File: src/rtl/lpg_pkg.sv
// lpg_pkg: shared types and codes of the line point generator.
// No dependencies; imported by the channel interfaces and the top level.
package lpg_pkg;

  // Request kinds on the request channel
  typedef enum logic {
    REQ_START = 1'b0,
    REQ_NEXT  = 1'b1
  } req_kind_t;

  // Step direction of one axis, two's complement of -1/0/+1
  typedef logic [1:0] dir_t;
  localparam dir_t DIR_HOLD = 2'b00;
  localparam dir_t DIR_UP   = 2'b01;
  localparam dir_t DIR_DOWN = 2'b11;

  localparam int COLOR_BITS = 16;

endpackage

File: src/rtl/lpg_req_if.sv
// lpg_req_if: valid/ready request channel (line start or next pixel).
// Depends on lpg_pkg for the request kind and color width.
interface lpg_req_if #(
  parameter int COORD_BITS = 10
);
  logic                          valid;
  logic                          ready;
  lpg_pkg::req_kind_t            req_type;
  logic [COORD_BITS-1:0]         x_start;
  logic [COORD_BITS-1:0]         y_start;
  logic [COORD_BITS-1:0]         x_end;
  logic [COORD_BITS-1:0]         y_end;
  logic [lpg_pkg::COLOR_BITS-1:0] pen_color;

  modport source (
    output valid, req_type, x_start, y_start, x_end, y_end, pen_color,
    input  ready
  );
  modport sink (
    input  valid, req_type, x_start, y_start, x_end, y_end, pen_color,
    output ready
  );
endinterface

File: src/rtl/lpg_pix_if.sv
// lpg_pix_if: valid/ready pixel channel (position, color, last flag).
// Depends on lpg_pkg for the color width.
interface lpg_pix_if #(
  parameter int COORD_BITS = 10
);
  logic                          valid;
  logic                          ready;
  logic [COORD_BITS-1:0]         pixel_x;
  logic [COORD_BITS-1:0]         pixel_y;
  logic [lpg_pkg::COLOR_BITS-1:0] pixel_color;
  logic                          last;

  modport source (
    output valid, pixel_x, pixel_y, pixel_color, last,
    input  ready
  );
  modport sink (
    input  valid, pixel_x, pixel_y, pixel_color, last,
    output ready
  );
endinterface

File: src/rtl/line_point_generator.sv
// line_point_generator: error-accumulation line rasterizer, top level.
// Depends on lpg_pkg, lpg_req_if and lpg_pix_if.
//
// Usage:
//   req channel: a START transfer latches both endpoints and the pen color
//     and emits nothing. Each NEXT transfer while a line is active emits one
//     pixel on the pix channel; NEXT with no active line is dropped.
//   A line gives major_len+2 pixels (major_len = larger axis delta); the
//   start pixel comes out twice and the end pixel carries last. After last
//   the line is done. START during a line abandons it.
//   Output: a NEXT transfer's pixel is registered and shows on pix in the next cycle.
//   Throughput: one request per cycle while pix is not stalled. The per-pixel
//   work (two accumulator adds, two compares against major_len, two coordinate
//   steps) sits between the line state registers and the pix output register.
//   Stall: the pix output register holds its pixel until taken; req.ready is
//   high whenever that register is empty or being drained this cycle, so a
//   request is taken in the same cycle the waiting pixel leaves.
//   Reset (rst, synchronous): no line active, pix channel empty.
module line_point_generator #(
  parameter int COORD_BITS = 10
) (
  input  logic      clk,
  input  logic      rst,
  lpg_req_if.sink   req,
  lpg_pix_if.source pix
);
  import lpg_pkg::*;

  localparam int CW = COORD_BITS;
  localparam int EW = COORD_BITS + 2;  // error accumulators
  localparam int NW = COORD_BITS + 1;  // emitted-pixel counter

  // Line state
  logic                  active;
  logic [CW-1:0]         cur_col;
  logic [CW-1:0]         cur_row;
  logic [EW-1:0]         err_col;
  logic [EW-1:0]         err_row;
  logic [CW-1:0]         abs_dx;
  logic [CW-1:0]         abs_dy;
  dir_t                  dir_col;
  dir_t                  dir_row;
  logic [CW-1:0]         major_len;
  logic [NW-1:0]         emitted;
  logic [COLOR_BITS-1:0] held_color;

  // Output register
  logic                  out_valid;
  logic [CW-1:0]         out_x;
  logic [CW-1:0]         out_y;
  logic [COLOR_BITS-1:0] out_color;
  logic                  out_last;

  logic req_fire;
  logic do_start;
  logic do_step;

  // Start-side setup
  logic [CW-1:0] dx_mag;
  logic [CW-1:0] dy_mag;
  dir_t          dx_dir;
  dir_t          dy_dir;
  logic [CW-1:0] major_new;

  // Step-side update
  logic          is_last;
  logic [EW-1:0] col_sum;
  logic [EW-1:0] row_sum;
  logic          col_step;
  logic          row_step;
  logic [EW-1:0] err_col_next;
  logic [EW-1:0] err_row_next;
  logic [CW-1:0] cur_col_next;
  logic [CW-1:0] cur_row_next;

  function automatic logic [CW-1:0] move_coord(input logic [CW-1:0] pos, input dir_t dir);
    logic [CW-1:0] res;
    unique case (dir)
      DIR_UP:   res = pos + CW'(1);
      DIR_DOWN: res = pos - CW'(1);
      default:  res = pos;  // hold
    endcase
    return res;
  endfunction

  // Output register empty or draining: safe to take a request
  assign req.ready = !out_valid || pix.ready;
  assign req_fire  = req.valid && req.ready;
  assign do_start  = req_fire && (req.req_type == REQ_START);
  assign do_step   = req_fire && (req.req_type == REQ_NEXT) && active;

  // Absolute deltas and directions
  always_comb begin
    if (req.x_end > req.x_start) begin
      dx_mag = req.x_end - req.x_start;
      dx_dir = DIR_UP;
    end else if (req.x_end == req.x_start) begin
      dx_mag = '0;
      dx_dir = DIR_HOLD;
    end else begin
      dx_mag = req.x_start - req.x_end;
      dx_dir = DIR_DOWN;
    end
    if (req.y_end > req.y_start) begin
      dy_mag = req.y_end - req.y_start;
      dy_dir = DIR_UP;
    end else if (req.y_end == req.y_start) begin
      dy_mag = '0;
      dy_dir = DIR_HOLD;
    end else begin
      dy_mag = req.y_start - req.y_end;
      dy_dir = DIR_DOWN;
    end
  end

  assign major_new = (dx_mag > dy_mag) ? dx_mag : dy_mag;

  // Per-pixel accumulator update; an axis steps when its error passes major_len
  assign is_last      = (emitted == ({1'b0, major_len} + NW'(1)));
  assign col_sum      = err_col + EW'(abs_dx);
  assign row_sum      = err_row + EW'(abs_dy);
  assign col_step     = (col_sum > EW'(major_len));
  assign row_step     = (row_sum > EW'(major_len));
  assign err_col_next = col_step ? (col_sum - EW'(major_len)) : col_sum;
  assign err_row_next = row_step ? (row_sum - EW'(major_len)) : row_sum;
  assign cur_col_next = col_step ? move_coord(cur_col, dir_col) : cur_col;
  assign cur_row_next = row_step ? move_coord(cur_row, dir_row) : cur_row;

  // Control state
  always_ff @(posedge clk) begin
    if (rst) begin
      active    <= 1'b0;
      out_valid <= 1'b0;
    end else begin
      if (do_start) begin
        active <= 1'b1;
      end else if (do_step && is_last) begin
        active <= 1'b0;
      end
      if (do_step) begin
        out_valid <= 1'b1;
      end else if (pix.ready) begin
        out_valid <= 1'b0;
      end
    end
  end

  // Line payload state and output pixel
  always_ff @(posedge clk) begin
    if (do_start) begin
      cur_col    <= req.x_start;
      cur_row    <= req.y_start;
      err_col    <= '0;
      err_row    <= '0;
      abs_dx     <= dx_mag;
      abs_dy     <= dy_mag;
      dir_col    <= dx_dir;
      dir_row    <= dy_dir;
      major_len  <= major_new;
      emitted    <= '0;
      held_color <= req.pen_color;
    end else if (do_step) begin
      cur_col <= cur_col_next;
      cur_row <= cur_row_next;
      err_col <= err_col_next;
      err_row <= err_row_next;
      emitted <= emitted + NW'(1);
    end
    if (do_step) begin
      out_x     <= cur_col;
      out_y     <= cur_row;
      out_color <= held_color;
      out_last  <= is_last;
    end
  end

  assign pix.valid       = out_valid;
  assign pix.pixel_x     = out_x;
  assign pix.pixel_y     = out_y;
  assign pix.pixel_color = out_color;
  assign pix.last        = out_last;

`ifndef SYNTHESIS
  // Accumulators never exceed the major distance during a line
  a_err_bound: assert property (@(posedge clk) disable iff (rst)
    active |-> (err_col <= EW'(major_len)) && (err_row <= EW'(major_len)))
    else $error("line error accumulator above major_len");

  // Pixel count stays within major_len+1 while active
  a_count_bound: assert property (@(posedge clk) disable iff (rst)
    active |-> (emitted <= ({1'b0, major_len} + NW'(1))))
    else $error("emitted count past end of line");

  // A new pixel only follows a NEXT transfer on an active line
  a_pix_source: assert property (@(posedge clk) disable iff (rst)
    $rose(out_valid) |-> $past(do_step))
    else $error("pixel appeared without a NEXT transfer");

  // The last pixel always ends the line; a start cannot arrive with it on the one request channel
  a_last_ends: assert property (@(posedge clk) disable iff (rst)
    (do_step && is_last) |=> !active)
    else $error("line still active after last pixel");
`endif

endmodule
File: src/flat_wrapper.sv
// flat-port wrapper written by rule: the top's interface ports become plain ports
module line_point_generator_flat import lpg_pkg::*;
#(
  parameter int COORD_BITS = 10
)
  (clk, rst, req_valid, req_req_type, req_x_start, req_y_start, req_x_end, req_y_end, req_pen_color, req_ready, pix_valid, pix_pixel_x, pix_pixel_y, pix_pixel_color, pix_last, pix_ready);
  lpg_req_if #(.COORD_BITS(COORD_BITS)) req_i ();
  lpg_pix_if #(.COORD_BITS(COORD_BITS)) pix_i ();
  input  logic clk;
  input  logic rst;
  input wire logic [$bits(req_i.valid)-1:0] req_valid;
  input wire logic [$bits(req_i.req_type)-1:0] req_req_type;
  input wire logic [$bits(req_i.x_start)-1:0] req_x_start;
  input wire logic [$bits(req_i.y_start)-1:0] req_y_start;
  input wire logic [$bits(req_i.x_end)-1:0] req_x_end;
  input wire logic [$bits(req_i.y_end)-1:0] req_y_end;
  input wire logic [$bits(req_i.pen_color)-1:0] req_pen_color;
  output wire logic [$bits(req_i.ready)-1:0] req_ready;
  output wire logic [$bits(pix_i.valid)-1:0] pix_valid;
  output wire logic [$bits(pix_i.pixel_x)-1:0] pix_pixel_x;
  output wire logic [$bits(pix_i.pixel_y)-1:0] pix_pixel_y;
  output wire logic [$bits(pix_i.pixel_color)-1:0] pix_pixel_color;
  output wire logic [$bits(pix_i.last)-1:0] pix_last;
  input wire logic [$bits(pix_i.ready)-1:0] pix_ready;
  assign req_i.valid = req_valid;
  assign req_i.req_type = req_req_type;
  assign req_i.x_start = req_x_start;
  assign req_i.y_start = req_y_start;
  assign req_i.x_end = req_x_end;
  assign req_i.y_end = req_y_end;
  assign req_i.pen_color = req_pen_color;
  assign req_ready = req_i.ready;
  assign pix_valid = pix_i.valid;
  assign pix_pixel_x = pix_i.pixel_x;
  assign pix_pixel_y = pix_i.pixel_y;
  assign pix_pixel_color = pix_i.pixel_color;
  assign pix_last = pix_i.last;
  assign pix_i.ready = pix_ready;
  line_point_generator #(.COORD_BITS(COORD_BITS)) u_core (.clk(clk), .rst(rst), .req(req_i), .pix(pix_i));
endmodule
File: config.mk
export PLATFORM = sky130hd
export DESIGN_NAME = line_point_generator_flat
export DESIGN_NICKNAME = d
export VERILOG_FILES = /design/src/rtl/lpg_pkg.sv /design/src/rtl/lpg_req_if.sv /design/src/rtl/lpg_pix_if.sv /design/src/rtl/line_point_generator.sv /design/src/flat_wrapper.sv
export SDC_FILE = /design/constraint.sdc
export NUM_CORES = 1
export LEC_CHECK = 0
export ABC_AREA = 1
export BUFFER_PORTS_ARGS = -buffer_cell sky130_fd_sc_hd__clkbuf_2
export CORE_MARGIN = 2
export CORE_UTILIZATION = 42
export CTS_CLUSTER_SIZE = 28
export DETAILED_ROUTE_END_ITERATION = 10
export GPL_TIMING_DRIVEN = 0
export PLACE_DENSITY = 0.7
export SKIP_LAST_GASP = 1
export SYNTH_ARGS = -nofsm -noshare
export SYNTH_HDL_FRONTEND = slang
export SYNTH_SLANG_ARGS = --single-unit
File: constraint.sdc
create_clock -name clk -period 4.8 [get_ports clk]
set_clock_uncertainty 0.15 [all_clocks]
set_input_delay 1.2 -clock clk [delete_from_list [all_inputs] [get_ports clk]]
set_output_delay 1.2 -clock clk [all_outputs]
set_load 0.005 [all_outputs]
==> impl_metrics.env <==
export IMPL_crit_required_ns=4.88
export IMPL_globalRouteOverflowTotal=0
export IMPL_post_route_min_period_ns=4.50
export IMPL_async_flop_share=0
export IMPL_finalMaxSlewViolations=0
export IMPL_netlist_cell_type_count=53
export IMPL_synth_top_cells_by_count="nand2_1 (342), inv_1 (209), edfxtp_1 (107), ha_1 (106), nor2_1 (88)"
export IMPL_met3_usage=0.0305
export IMPL_crit_path_max_fanout=10
export IMPL_wl_per_cell_um=14.7
export IMPL_ys_ff_latch=144
export IMPL_yosysWarnings=0
export IMPL_cts_hold_buf=0
export IMPL_grt_pass1_wl_um=44600
export IMPL_hold_start="u_core.held_color[0]"
export IMPL_start_util=0.424
export IMPL_reg2reg_setup_slack_ns=0.68
export IMPL_ys_seq_area_frac=0.360
export IMPL_hold_viol=0
export IMPL_synth_main_ff_cell="edfxtp_1"
export IMPL_gp_congestion=0.913
export IMPL_place_inst=1826
export IMPL_rr_endpoint="u_core.cur_row[2]"
export IMPL_synth_edf_count=107
export IMPL_crit_path_start_kind="input port"
export IMPL_cp_end_kind="flip-flop"
export IMPL_hold_path_class="flip-flop to flip-flop"
export IMPL_clock_sinks=144
export IMPL_antenna_left=0
export IMPL_port_buffers=99
export IMPL_post_dp_cell_area_mm2=0.0119
export IMPL_fp_dieW_um=166
export IMPL_clk_latency_ns=0.42
export IMPL_status="complete, no violations"
export IMPL_min_delay_path_depth=0
export IMPL_cts_tree="done"
export IMPL_dp_hpwl_um=21400
export IMPL_synthTopCellsByArea="edfxtp_1 (29%), ha_1 (12%), nand2_1 (12%), inv_1 (7.1%), dfxtp_1 (6.7%)"
export IMPL_synth_top_cell_by_area="edfxtp_1"
export IMPL_worstSetupPathType="input port to flip-flop"
export IMPL_htree_levels=4
export IMPL_globalRouteMet2Util=0.336
export IMPL_grt_busiest_layer="met2"
export IMPL_cts_resized=0
export IMPL_area_growth_pct=14.3
export IMPL_synth_top_family_by_area="simple AND/OR/NAND/NOR gates"
export IMPL_syn_nets=1568
export IMPL_synth_xor_area_frac=0.0630
export IMPL_via_per_inst=5.09
export IMPL_grt_max_degree=60
export IMPL_critPathMaxStageDelay_ns=0.43
export IMPL_drc=0
export IMPL_fin_crit_sh=0.937
export IMPL_antenna_found_initial=1
export IMPL_max_clock_freq_mhz=222
export IMPL_drive_above_1_share=0.140
export IMPL_grt_pass1_vias=9121
export IMPL_synth_simple_gate_area_frac=0.246
export IMPL_yosys_mux_area_fraction=0
export IMPL_leakage_nw=6.09
export IMPL_timing_max_cap_violations=0
export IMPL_coreArea_mm2=0.0259
export IMPL_fp_dieH_um=166
export IMPL_post_cts_buffers=0
export IMPL_synthCells=1391
export IMPL_slew_headroom=0.318
export IMPL_use_met1=0.262
export IMPL_reg2reg_depth=18
export IMPL_clk_pin_slew_ns=0.06
export IMPL_cts_buffers=17
export IMPL_synth_compound_area_frac=0.104
export IMPL_worstMarginPinSlew_ns=1.02
export IMPL_clock_path_buffers=2
export IMPL_grt_total_usage=0.200
export IMPL_path_cells="clkbuf_2 > inv_1 > ha_1 > fa_1 > nor2_2 > nor3_4 > o21ai_2 > nand2_2 > nand2_2 > nand2_2 > inv_4 > nand2_1 > nand2_2 > inv_1 > ha_1 > nand2_1 > nor2_1 > o211ai_1 > o2111ai_1 > nand2_2 > inv_1 > clkbuf_4 > nand2_1 > o21ai_1"
export IMPL_rows=59
export IMPL_irDropWorstVdd_v=0.000266
export IMPL_vias=9448
export IMPL_yosys_area_top_type_share=0.292
export IMPL_r2r_start="u_core.abs_dy[0]"
export IMPL_setup_violations_final=0
export IMPL_initialDrtViolationCount=503
export IMPL_fin_util=0.485
export IMPL_wirelength_um=27300
export IMPL_critPathSlowestCell="fa_1"
export IMPL_fin_nets=1687
export IMPL_synth_area_mm2=0.0110
export IMPL_holdPathEnd="u_core.pix.pixel_color[0]"
export IMPL_fin_cells=1858
export IMPL_cp_arrival_ns=4.58
export IMPL_root_buffer="clkbuf_16"
export IMPL_power_density_mw_per_mm2=411
export IMPL_io_pins=100
export IMPL_final_area_mm2=0.0126
export IMPL_detail_route_first_pass_iterations=5
export IMPL_yosysMostFrequentCell="nand2_1"
export IMPL_synth_adder_area_share=0.139
export IMPL_avgSynthCellArea_um2=7.90
export IMPL_die_area_mm2=0.0275
export IMPL_cp_common_cell="nand2_2"
-- state kept, by name, indices dropped and copies added (netlist names), 10 cells and up --
signal	count
u_core.pix.pixel_color	16
u_core.abs_dx	10
u_core.emitted	11
u_core.cur_col	10
u_core.err_row	12
u_core.cur_row	10
u_core.pix.pixel_x	10
u_core.err_col	12
u_core.pix.pixel_y	10
u_core.abs_dy	10
u_core.held_color	16
u_core.major_len	10
-- metrics by stage --
step	setup WS, ns	total power, mW	TNS, ns	hold slack [ns]
2_1_floorplan	0.380	3.25	0	0.250
3_3_place_gp	-0.808	3.69	-42.83	0.250
3_5_place_dp	-0.379	3.73	-3.02	0.255
4_1_cts	0.0444	5.15	0	0.268
5_1_grt	-0.0310	5.54	-0.0449	0.272
6_report	0.303	5.16	0	0.266
-- report_power, final --
part	internal [mW]	total [mW]	switching [mW]
combinational	0.823	2.22	1.39
sequential	1.48	1.55	0.0719
clock	0.871	1.40	0.526
total	3.17	5.16	1.99
-- metal layers --
metal / vias to the layer above / routed length, um
met1: 4320 / 12600
li1: 4842 / -
met5: - / 0
met3: 40 / 1190
met2: 246 / 12900
met4: 0 / 666
-- logic make-up after synthesis --
logic type,count (synthesis)
AND/OR/NAND/NOR,611
AO/OA/AOI/OAI,196
flip-flops,144
XOR/XNOR,79
adder cells (fa/ha/maj),116
buffers and inverters,245
-- how the worst max path moves through the flow --
stage / start / endpoint / slack (ns) / cells after the start
2_1_floorplan: req_y_end[0] / u_core.major_len[8] / 0.38 / 22
3_3_place_gp: pix_ready / u_core.cur_row[6] / -0.81 / 10
3_5_place_dp: req_y_end[0] / u_core.major_len[7] / -0.38 / 24
4_1_cts: req_y_end[0] / u_core.major_len[1] / 0.04 / 24
5_1_grt: req_y_end[0] / u_core.major_len[1] / -0.03 / 24
6_report: req_y_end[0] / u_core.major_len[1] / 0.30 / 24
-- cell type report --
cell class | instances | area [um^2]
clock buffer | 18 | 429
sequential | 144 | 3950
buffer | 27 | 159
clock inverter | 13 | 188
inverter | 218 | 821
multi-input combinational | 1002 | 6070
timing repair buffer | 100 | 515
tap | 335 | 419
fill | 2458 | 13400
antenna | 1 | 2.50
-- worst max-delay path: cells and delay by family --
kind | cells | cell delay, ns
buffers and inverters | 6 | 0.67
AND/OR/NAND/NOR | 11 | 1.18
AO/OA/AOI/OAI | 4 | 0.56
adder cells (fa/ha/maj) | 3 | 0.97
-- layout by cell type, fill, tap and decap left out, drive strengths merged --
master,count
a21boi,4
o211ai,4
diode,1
nand4,34
xor2,55
nand3b,1
nor2,97
clkbuf,129
o311ai,2
a21o,7
o21ai,61
a211oi,2
o21a,8
a21oi,84
clkinv,7
edfxtp,107
o2111ai,2
buf,16
clkinvlp,1
or2,5
o22ai,6
a31o,3
o31a,1
a31oi,6
dfxtp,37
nor3,16
o21bai,5
inv,219
o2111a,1
nand2,366
xnor2,24
fa,10
nand3,90
bufinv,4
nor4,2
ha,106
Power figures use the tool's default switching activity.
